$ cat src/csx_pkg.sv
// Package: payload types and fixed constants of the CAN signal decoder.
`timescale 1ns / 1ps
`default_nettype none
package csx_pkg;

    localparam int PAYLOAD_W = 64;
    localparam int RAW_W     = 32;
    localparam int PHYS_W    = 64;
    localparam int NSEC_W    = 30;
    localparam int SEC_W     = 32;

    // remainder unit retires two quotient bits per stage, plus one output stage
    localparam int DIV_BITS_PER_STAGE = 2;
    localparam int DIV_STAGES         = NSEC_W / DIV_BITS_PER_STAGE;
    localparam int PIPE_DEPTH         = DIV_STAGES + 1;
    localparam int ARITH_DEPTH        = 4;

    localparam logic [5:0] MAX_LEN = 6'd32;

    // register index within the configuration map
    localparam logic REG_TIME_RES = 1'b0;

    typedef struct packed {
        logic [63:0]        payload;
        logic [5:0]         start_bit;
        logic [5:0]         bit_len;
        logic               big_endian;
        logic               is_signed;
        logic signed [31:0] scale;
        logic signed [47:0] offset;
        logic [31:0]        ts_sec;
        logic [29:0]        ts_nsec;
    } t_csx_in;

    typedef struct packed {
        logic [31:0]        raw_value;
        logic signed [63:0] physical_value;
        logic               saturated;
        logic [31:0]        out_sec;
        logic [29:0]        out_nsec;
    } t_csx_out;

    typedef struct packed {
        logic [32:0]        raw_ext;    // raw value with its numeric sign bit
        logic signed [31:0] scale;
        logic signed [47:0] offset;
    } t_csx_field;

endpackage
`default_nettype wire

$ cat src/csx_arith.sv
// Multiply by scale (stage 3) and saturating offset add (stage 4).
`timescale 1ns / 1ps
`default_nettype none
module csx_arith (
    input  wire logic                 i_clk,
    input  wire logic                 i_en,
    input  wire csx_pkg::t_csx_field  i_field,
    output logic [31:0]               o_raw,
    output logic signed [63:0]        o_phys,
    output logic                      o_sat
);
    import csx_pkg::*;

    logic signed [64:0] n_prod;
    logic signed [63:0] r_prod;
    logic signed [47:0] r_offset;
    logic [31:0]        r_raw;
    logic signed [64:0] n_sum;

    assign n_prod = $signed(i_field.raw_ext) * i_field.scale;

    always_ff @(posedge i_clk) begin
        if (i_en) begin
            r_prod   <= n_prod[63:0];   // product always fits 64 bits
            r_offset <= i_field.offset;
            r_raw    <= i_field.raw_ext[31:0];
        end
    end

    assign n_sum = {r_prod[63], r_prod} + {{17{r_offset[47]}}, r_offset};

    always_ff @(posedge i_clk) begin
        if (i_en) begin
            o_raw <= r_raw;
            if (n_sum[64] != n_sum[63]) begin
                o_phys <= n_sum[64] ? {1'b1, 63'd0} : {1'b0, {63{1'b1}}};
                o_sat  <= 1'b1;
            end else begin
                o_phys <= n_sum[63:0];
                o_sat  <= 1'b0;
            end
        end
    end
endmodule
`default_nettype wire

$ cat config.mk
export PLATFORM = sky130hd
export DESIGN_NAME = csx_arith
export DESIGN_NICKNAME = d
export VERILOG_FILES = /design/src/csx_pkg.sv /design/src/csx_arith.sv
export SDC_FILE = /design/constraint.sdc
export NUM_CORES = 2
export LEC_CHECK = 0
export CORE_ASPECT_RATIO = 0.75
export CORE_MARGIN = 2
export CORE_UTILIZATION = 28
export CTS_CLUSTER_DIAMETER = 120
export DETAILED_ROUTE_END_ITERATION = 8
export DONT_BUFFER_PORTS = 1
export PLACE_DENSITY = 0.41
export SETUP_SLACK_MARGIN = 0.05
export SLEW_MARGIN = 15
export SYNTH_ARGS = -nofsm -noshare
export SYNTH_HDL_FRONTEND = slang
export SYNTH_SLANG_ARGS = --single-unit
$ cat constraint.sdc
create_clock -name i_clk -period 20.5 [get_ports i_clk]
set_clock_uncertainty 0.15 [all_clocks]
set_input_delay 5.125 -clock i_clk [delete_from_list [all_inputs] [get_ports i_clk]]
set_output_delay 5.125 -clock i_clk [all_outputs]
set_load 0.01 [all_outputs]
# Yosys cells after proc, flatten, opt, wreduce, memory -nomap -nowiden
# Cells that the tools add are included.
dict set report classes {
  addsub 1
  mul 1
  eq_ne 1
  n_mux 3
}
# operator n
set ops {}
lappend ops {{two-way mux 64 bit} 2}
lappend ops {{adder 64 x 48 -> 65 bit} 1}
lappend ops {{multiplier 33 x 32 -> 64 bit} 1}
lappend ops {{two-way mux 1 bit} 1}
lappend ops {{!= test 1 bit} 1}
dict set report word_totals {
  ff_bits 241
  input_bits 115
  output_inout_bits 97
  wordCells 12
}

# Depth between registers and ports, before layout
dict set report depth {
  ltp_word 3
  depth_mapped 30
  ltp_nobuf 29
}

# Worst setup path after synthesis
# Ideal clock, no wire load.
dict set report synth_timing {
  kind {input to register}
  from {input i_field[51] (netlist name)}
  to {register r_prod[61], data pin}
  arrival_ns 12.324
  path_slack_ns 7.744
  stages 26
  path_buffers 1
  path_cell_list {clkbuf_1 -> nand2_1 -> fa_1 -> fa_1 -> inv_1 -> fa_1 -> inv_1 -> fa_1 -> inv_1 -> fa_1 -> inv_1 -> fa_1 -> fa_1 -> fa_1 -> inv_1 -> ha_1 -> and3_1 -> and3_1 -> o211ai_1 -> o211ai_1 -> a221oi_2 -> a21oi_1 -> o41ai_1 -> and2_1 -> o21a_1 -> o311ai_0}
}
dict set report synth_between {
  elab_chain_len 1
}
# element line_no
set synth_rtl {}
lappend synth_rtl {{start, declared} csx_arith.sv:7} ;# input wire csx_pkg::t_csx_field i_field,
lappend synth_rtl {{multiplier 33 x 32 -> 64 bit} csx_arith.sv:20} ;# assign n_prod = $signed(i_field.raw_ext) * i_field.scale;
lappend synth_rtl {{net n_prod[61]} csx_arith.sv:14} ;# logic signed [64:0] n_prod;
lappend synth_rtl {{end signal, assigned} csx_arith.sv:24} ;# r_prod <= n_prod[63:0];
lappend synth_rtl {{end, declared} csx_arith.sv:15} ;# logic signed [63:0] r_prod;
# The timed path passes the listed nets, and every way through them passes these cells.
# A chain may end at the register's enable or synchronous reset.

# Worst setup path in the final report
# Same ends and word-level chain as after synthesis.

==> impl_metrics.ini <==
[outcome]
outcome = finished, final reports clean

[worst_setup_path]
cp-start-kind = input pin
critPathKind = input pin to register
crit_fanout = 33
cp.arrival_ps = 13010
cp.required_ps = 20680
reg2reg_slack_ps = 15810
end_kind = register

[route]
ant_nets = 0
via_count = 32200
initialDrtViolationCount = 1875
drt-wirelength-per-cell_um = 21.3
wl_um = 149000
via_per_inst = 4.59
first_pass_iters = 5
drc = 0

[yosys]
ys_ff_latch = 241
synth_warnings = 0
ys_seq_area_frac = 0.149
netlist_instances = 4908
yosysUniqueCellTypes = 79
synthArstFlopShare = 0
syn_area_um2 = 48600
synth_ff_type = edfxtp_1
syn-mean-instance-area_um2 = 9.90
synth_edf_count = 241
synth_nets = 6375

[timing]
slew_headroom = 0.323
fmax_mhz = 77.9
slew_violations = 0
finalCriticalPeriod_ps = 12840
tightest_slew_ps = 1020
finalSetupTns_ps = 0
setup_viol = 0
finalCritPeriodShare = 0.626
whs_ps = 260
worst_slack_ps = 7660
hold_viol = 0
rsz0062_at_grt = no

[placed_design]
hpwl_um = 116000
pre_cts_ws_ps = 7100
gp_congestion = 0.837
port_buffers = 0
placed_area_um2 = 50500

[finish]
nNetsFinal = 6171
final_area_um2 = 51700
layout-drive-gt1-share = 0.0195
areaGrowthSynthToFinish_pct = 6.43
final_cell_mix = 1104 x fa_1, 1081 x inv_1, 600 x nand2_1, 502 x and2_1, 248 x ha_1
final_common_cell = fa_1

[clocking]
cts_made_buffers = 34
cts_sinks = 241
cts-root-buf = clkbuf_16
cts_resized = 0
ctsHoldBuffers = 0
clock_latency_ps = 630
cts_tree = built
path_clk_slew_ps = 60
cts_setup_buffers = 0
htree_levels = 2
cts_buffer_depth = 3

[global_routing]
antenna_found_initial = 8
grt_use_total = 0.174
grt_pass1_wl_um = 233000
grt_max_degree = 242
grt_overflow = 0
grt_pass1_vias = 36300

[floorplanning]
chipHeight_um = 365
core-area_um2 = 173000
pin_count = 212
rows = 132
die_w_um = 485
start_util = 0.282
dieArea_um2 = 177000

[flow_run]
maxCapViolations = 0

[min_path]
hp-class = register to register
-- cells by family after synthesis --
group                      synth area share
and+or+nand+nor                       0.141
adders and majority gates             0.520
buffers and inverters                 0.104
AOI/OAI and AO/OA                    0.0629
DFF                                   0.149
xor gates and xnor gates             0.0233
-- cells in the mapped netlist, types with 18 or more instances --
cell	n	area [um2]
xnor2_1	83	727
nor3_1	23	115
nor2_1	103	387
ha_1	248	3100
o21ai_1	34	170
edfxtp_1	241	7240
nand2_1	600	2250
nand2b_1	24	150
inv_1	1081	4060
o21ai_0	92	460
and3_1	23	144
a21oi_1	135	676
fa_1	1104	22100
clkbuf_1	225	845
a21o_1	67	503
and2_1	502	3140
nand4_1	21	131
nor2b_1	18	113
xor2_1	46	403
nand3_1	27	135
-- final cells by class --
class,count,area (um2)
inverters,1081,4060
fillers,18000,121000
multi-input cells,3340,36300
clock inverters,21,312
diodes,5,12.5
repair buffers,6,45.0
clock buffers,40,873
flip-flops and latches,241,7240
well taps,2278,2850
-- metal layers --
layer  vias up  global-route usage  share of wire
li1      14400                   -              -
met3        87              0.0197          0.039
met1     17100               0.242           0.46
met4         0              0.0299          0.017
met5         -                   0              0
met2       602               0.296           0.48
-- state kept, by name, summed over array words and instances, names as in the netlist --
signal / flops
o_phys: 64
o_sat: 1
r_offset: 48
o_raw: 32
r_prod: 64
r_raw: 32
-- worst max-delay path: stages --
cell and delay [ps]:
nand2_1 90, fa_1 550, fa_1 590, inv_1 70
fa_1 850, inv_1 210, fa_1 580, inv_1 50
fa_1 500, inv_1 50, fa_1 540, fa_1 420
fa_1 490, inv_1 40, ha_1 360, and3_1 210
and3_1 200, o211ai_1 180, o211ai_1 240, a221oi_2 320
a21oi_1 150, o41ai_1 600, and2_1 280, o21a_1 160
o311ai_0 100
-- worst paths after layout --
kind | from | to | depth (start not counted)
max | i_field[51] | r_prod[61] | 25
min reg2reg | r_raw[16] | o_raw[16] | 0
min | r_raw[16] | o_raw[16] | 0
max reg2reg | r_prod[0] | o_phys[18] | 15
-- stage by stage --
| stage | util | std cells |
|---|---|---|
| CTS | 0.300 | 7007 |
| global placement | 0.293 | 6946 |
| global route | 0.300 | 7007 |
| floorplan | - | 4908 |
| finish | 0.300 | 7012 |
| detailed placement | 0.293 | 6946 |
Power is left out: the tool's default activity adds up to more than one toggle a clock period on the data nets, which glitch-free logic cannot reach.
