===== src/csx_pkg.sv =====
// Package: payload types and fixed constants of the CAN signal decoder.
`timescale 1ns / 1ps
`default_nettype none
package csx_pkg;

    localparam int PAYLOAD_W = 64;
    localparam int RAW_W     = 32;
    localparam int PHYS_W    = 64;
    localparam int NSEC_W    = 30;
    localparam int SEC_W     = 32;

    // remainder unit retires two quotient bits per stage, plus one output stage
    localparam int DIV_BITS_PER_STAGE = 2;
    localparam int DIV_STAGES         = NSEC_W / DIV_BITS_PER_STAGE;
    localparam int PIPE_DEPTH         = DIV_STAGES + 1;
    localparam int ARITH_DEPTH        = 4;

    localparam logic [5:0] MAX_LEN = 6'd32;

    // register index within the configuration map
    localparam logic REG_TIME_RES = 1'b0;

    typedef struct packed {
        logic [63:0]        payload;
        logic [5:0]         start_bit;
        logic [5:0]         bit_len;
        logic               big_endian;
        logic               is_signed;
        logic signed [31:0] scale;
        logic signed [47:0] offset;
        logic [31:0]        ts_sec;
        logic [29:0]        ts_nsec;
    } t_csx_in;

    typedef struct packed {
        logic [31:0]        raw_value;
        logic signed [63:0] physical_value;
        logic               saturated;
        logic [31:0]        out_sec;
        logic [29:0]        out_nsec;
    } t_csx_out;

    typedef struct packed {
        logic [32:0]        raw_ext;    // raw value with its numeric sign bit
        logic signed [31:0] scale;
        logic signed [47:0] offset;
    } t_csx_field;

endpackage
`default_nettype wire


===== src/csx_rem.sv =====
// Pipelined restoring remainder; rounds nanoseconds down to the resolution.
`timescale 1ns / 1ps
`default_nettype none
module csx_rem (
    input  wire logic        i_clk,
    input  wire logic        i_en,
    input  wire logic [29:0] i_nsec,
    input  wire logic [29:0] i_res,
    output logic      [29:0] o_nsec
);
    import csx_pkg::*;

    logic [NSEC_W-1:0] r_rem  [0:DIV_STAGES-1];
    logic [NSEC_W-1:0] r_num  [0:DIV_STAGES-1];
    logic [NSEC_W-1:0] r_orig [0:DIV_STAGES-1];
    logic [NSEC_W-1:0] n_rem  [0:DIV_STAGES-1];

    function automatic logic [NSEC_W-1:0] rem_step(
        input logic [NSEC_W-1:0] rem,
        input logic              nbit,
        input logic [NSEC_W-1:0] d
    );
        logic [NSEC_W:0] t;
        t = {rem, nbit};
        if (t >= {1'b0, d}) begin
            t = t - {1'b0, d};
        end
        return t[NSEC_W-1:0];
    endfunction

    always_comb begin
        n_rem[0] = rem_step(rem_step('0, i_nsec[NSEC_W-1], i_res), i_nsec[NSEC_W-2], i_res);
        for (int s = 1; s < DIV_STAGES; s++) begin
            n_rem[s] = rem_step(rem_step(r_rem[s-1], r_num[s-1][NSEC_W-1], i_res),
                                r_num[s-1][NSEC_W-2], i_res);
        end
    end

    always_ff @(posedge i_clk) begin
        if (i_en) begin
            r_rem[0]  <= n_rem[0];
            r_num[0]  <= i_nsec << DIV_BITS_PER_STAGE;
            r_orig[0] <= i_nsec;
            for (int s = 1; s < DIV_STAGES; s++) begin
                r_rem[s]  <= n_rem[s];
                r_num[s]  <= r_num[s-1] << DIV_BITS_PER_STAGE;
                r_orig[s] <= r_orig[s-1];
            end
            // zero resolution: pass through
            if (i_res == '0) begin
                o_nsec <= r_orig[DIV_STAGES-1];
            end else begin
                o_nsec <= r_orig[DIV_STAGES-1] - r_rem[DIV_STAGES-1];
            end
        end
    end
endmodule
`default_nettype wire


===== config.mk =====
export PLATFORM = sky130hd
export DESIGN_NAME = csx_rem
export DESIGN_NICKNAME = d
export VERILOG_FILES = /design/src/csx_pkg.sv /design/src/csx_rem.sv
export SDC_FILE = /design/constraint.sdc
export NUM_CORES = 2
export LEC_CHECK = 0
export BUFFER_PORTS_ARGS = -buffer_cell sky130_fd_sc_hd__buf_2
export CORE_UTILIZATION = 59
export CTS_CLUSTER_SIZE = 30
export DETAILED_ROUTE_END_ITERATION = 10
export PLACE_DENSITY = 0.86
export SLEW_MARGIN = 25
export SYNTH_ARGS = -nofsm -noshare
export SYNTH_HDL_FRONTEND = slang
export SYNTH_SLANG_ARGS = --single-unit

===== constraint.sdc =====
create_clock -name i_clk -period 7.77 [get_ports i_clk]
set_clock_uncertainty 0.1 [all_clocks]
set_input_delay 0 -clock i_clk [delete_from_list [all_inputs] [get_ports i_clk]]
set_output_delay 0 -clock i_clk [all_outputs]
set_load 0.01 [all_outputs]

; Yosys cells after proc, flatten, opt, wreduce, memory -nomap -nowiden
; Memory sizes are Yosys's and may differ from the RTL's.
; Index checks and enable logic that the tools add are counted.
[word_totals]
mem_bits_ro = 0
inputBits = 62
mem_bits_rw = 1320
elab_cells = 99
mem_count = 3
output_inout_bits = 30
regBits = 30
latchBits = 0
[classes]
n_bitwise = 0
n_lt_le_gt_ge = 30
n_shift = 0
n_eq_ne = 0
addsub = 31
reduce_logical = 1
muxes = 33
n_div = 0
n_mul = 0
[memory_table]
columns = memory, depth, width, read_ports, rd_ports_with_merged_regs, wr, line_no
row1 = r_orig, 15, 30, 15, 0, 15, csx_rem.sv:15  ; logic [NSEC_W-1:0] r_orig [0:DIV_STAGES-1];
row2 = r_rem, 15, 30, 15, 0, 15, csx_rem.sv:13  ; logic [NSEC_W-1:0] r_rem [0:DIV_STAGES-1];
row3 = r_num, 15, 28, 14, 0, 15, csx_rem.sv:14  ; logic [NSEC_W-1:0] r_num [0:DIV_STAGES-1];
[ops]
columns = cell, n
row1 = 30-bit 2-to-1 mux, 31
row2 = 30-bit subtractor, 30
row3 = 31-bit by 30-bit greater-or-equal comparator with 1-bit output, 29
row4 = 1-bit by 30-bit greater-or-equal comparator with 1-bit output, 1
row5 = 30-bit zero test, 1
row6 = 1-bit by 30-bit subtractor with 30-bit output, 1
row7 = 1-bit 2-to-1 mux, 2

; Depth between registers and ports, before layout
; An unclocked memory read counts as a cell.
[logic_depth]
ltp_word = 5
depth_mapped = 30
mapped_depth_nobuf = 26

; Worst setup path before layout
; No wires, ideal clock.
[synth_timing]
path_kind = input -> register
startpoint = input port i_res[1]
endpoint = memory r_rem[12][2], in the netlist r_rem[1][122] (data pin)
arrival_time_ns = 7.072
cell_stages = 26
setup_time_ns = 0.260
path_slack_ns = 0.338
path_buffers = 3
required_ns = 7.410
cell_sequence = inv_1 > ha_1 > nor2b_1 > o31a_1 > o31a_1 > o21a_1 > a2111o_1 > a21o_1 > a31oi_4 > o21ba_2 > buf_2 > buf_2 > mux2_2 > ha_1 > a21o_1 > nor3_1 > a2111oi_0 > o41ai_2 > or2_1 > a31oi_1 > a211o_1 > a41o_1 > a221o_1 > a211oi_2 > buf_6 > mux2_4
[synth_lines]
columns = item, line_no
row1 = start: declaration, csx_rem.sv:8  ; input wire logic [29:0] i_res,
row2 = end: declaration, csx_rem.sv:13

==> qor.txt <==
TritonCTS Buffers: 105
Overflow after GRT: 0
Post-Synth Adder-Cell Area: 0.147
DRC viols: 0
Synth Area in Compound Gates: 0.201
CTS clk-pin slew, worst paths: 0.06 ns
Total iterations of the first detailed-routing run: 7
Maximum fanout along the worst path: 30
Vias in the first global route: 64942
Yosys reg bits: 930
GRT Total Usage: 0.337
Layout cells sized above 1: 0.127
Die height: 372 um
CTS H-Tree Depth: 3
Area Overhead vs Synth: 9.86%
Crit Path Category: flip-flop to flip-flop
R2r setup slk: 0.23 ns
CTS tree: done
Max-slew headroom: 0.259
Setup crit start kind: flip-flop
Commonest non-fill, non-tap cell in the layout: edfxtp_1
Nets: 9518
Fmax: 133 MHz
Horiz. Die Dim: 372 um
Core Util, Final: 0.655
Yosys Warn Count: 0
WL final: 239000 um
Placed Area: 0.0845 mm^2
I/O Buffers: 91
DRT iter0 DRCs: 6255
Routed vias: 67521
Maximum root-to-sink buffer count: 3
Clk sink count: 930
CP endpoint kind: flip-flop
Reg2Reg Capture Point: r_rem[1][191]
Critical path endpoint: r_rem[1][191]
Synth Area in XOR/XNOR: 0.0805
Die area: 0.138 mm^2
Synthesized area: 0.0808 mm^2
Min Tclk post-route: 7.54 ns
Simple-gate share of the synthesized area: 0.122
Placed cell count: 10135
Hpwl dp: 180000 um
Reg-to-Reg Start: r_rem[1][152]
Hold Vio Cnt, Final: 0
Sequential-to-total area share from yosys stat: 0.346
Max Slew Vio Count: 0
Post-Layout Inst Area: 0.0888 mm^2
First-pass GRT wire length: 364000 um
Setup TNS: 0 ns
Cell taking the most area after synthesis: edfxtp_1
Mapped Cells: 8250
Netlist cell types: 105
Req. time, crit path: 8.16 ns
Site Rows: 135
Setup crit start: r_rem[1][152]
Largest net degree at the start of global routing: 175
Io pins: 92
Initial core utilization: 0.596
Main synth FF type: edfxtp_1
ANT nets after route: 0
Ys async rst share: 0
Wire per inst: 23.0 um
Worst slew pin tran: 1.11 ns
Post-route insts no fill: 10396
DR vias/cell: 6.49
Top-area cell type share of the netlist area: 0.346
Initial antenna violation count: 9
Worst Reg-to-Reg Cells: 24
Synth Net Count: 9243
# setup viols final: 0
Core area: 0.136 mm^2
Final cycle utilization of the critical path: 0.970
Post-synth EDFFs: 930
Syn Area/Cell: 9.80 um^2
GP Congestion: 0.995
# Max-Cap Violations: 0
Clock Tree Root: clkbuf_16
Worst Hold Class: input pin to flip-flop
Status: finished clean
Top cells by area, synth: edfxtp_1, ha_1, mux2_2
Worst skew pair latency: 0.76 ns
Post-synthesis mux area share: 0.0806
Most frequent cells in the layout: edfxtp_1, ha_1, a21oi_1, nand2_1, nor2_1
Worst EP arrival: 7.93 ns
Largest family of logic cells by synthesized area: compound AO/OA/AOI/OAI gates
## final cells by class
class	count	area, um^2
multi-input cells	6857	51100
fillers	10682	46900
flip-flops and latches	930	27900
repair buffers	336	2800
clock buffers	123	2700
well taps	1781	2230
inverters	295	1110
clock inverters	73	933
diodes	1	2.50
## timing repair
action / 4_1_cts / 5_1_grt
endpoints found under the setup margin: 0 / 98
endpoints found under the hold margin: 156 / 0
setup buffers: 0 / 1
hold buffers: 62 / 0
resized for setup: 0 / 3
## worst min-delay path by stage
| stage | start | endpoint | cells past startpoint |
|---|---|---|---|
| after floorplan | i_nsec[0] | r_orig[0][0] | 0 |
| after global placement | i_nsec[22] | r_orig[0][22] | 1 |
| after CTS | i_res[1] | r_rem[1][152] | 5 |
| final | i_res[1] | r_rem[1][152] | 5 |
| after detailed placement | i_nsec[21] | r_orig[0][21] | 1 |
| after global routing | i_res[6] | r_rem[0][6] | 5 |
## layer usage
metal,GRT usage,up-vias,part of all wire
met3,0.0567,870,0.068
met2,0.553,2739,0.46
met4,0.237,16,0.081
met5,0,-,0.00047
li1,-,31878,-
met1,0.403,32018,0.39
## through the flow
stage,setup WS [ns],hold WS [ns]
finish,0.232,0.113
global route,-0.0177,0.114
CTS,0.376,0.0784
detailed placement,0.364,0.0781
global placement,0.452,0.0772
floorplan,0.338,-0.00113
## state kept, by name, summed over array words and instances (netlist names)
signal	cells
r_orig	450
r_rem	450
o_nsec	30
## kinds of logic after synthesis
family / after synthesis
buffers and inverters: 463
flip-flops: 930
XOR/XNOR: 743
AND/OR/NAND/NOR: 2071
AO/OA/AOI/OAI: 2545
adder cells (fa/ha/maj): 931
multiplexers: 567
## critical path, cell delays in order, from the launching register on
cell and delay (ns):
edfxtp_1 0.44, ha_1 0.38, a21oi_1 0.15, nor2b_1 0.07, o31ai_1 0.33, o211a_1 0.27, a31oi_1 0.13, o41ai_2 0.46
o211ai_1 0.25, a31o_2 0.44, o21ai_0 0.44, inv_1 0.11, ha_1 0.32, nor2b_1 0.14, o21ai_0 0.28, a21o_1 0.20
a31oi_1 0.14, o21bai_1 0.40, a21oi_1 0.19, o41ai_1 0.50, a21oi_1 0.19, o21a_1 0.25, a2111oi_4 0.32, buf_6 0.35
mux2_2 0.38
## cells in the mapped netlist, types with 132 or more instances
cell type    n
a21o_1     380
a21oi_1    794
edfxtp_1   930
ha_1       901
inv_1      295
mux2_2     477
nand2_1    599
nand3_1    154
nor2_1     568
nor3_1     148
o21a_1     132
o21ai_0    525
xnor2_1    494
xor2_1     249
Power is not shown: default switching activity piles up to over one toggle a cycle in this logic, so the estimate is an artifact.
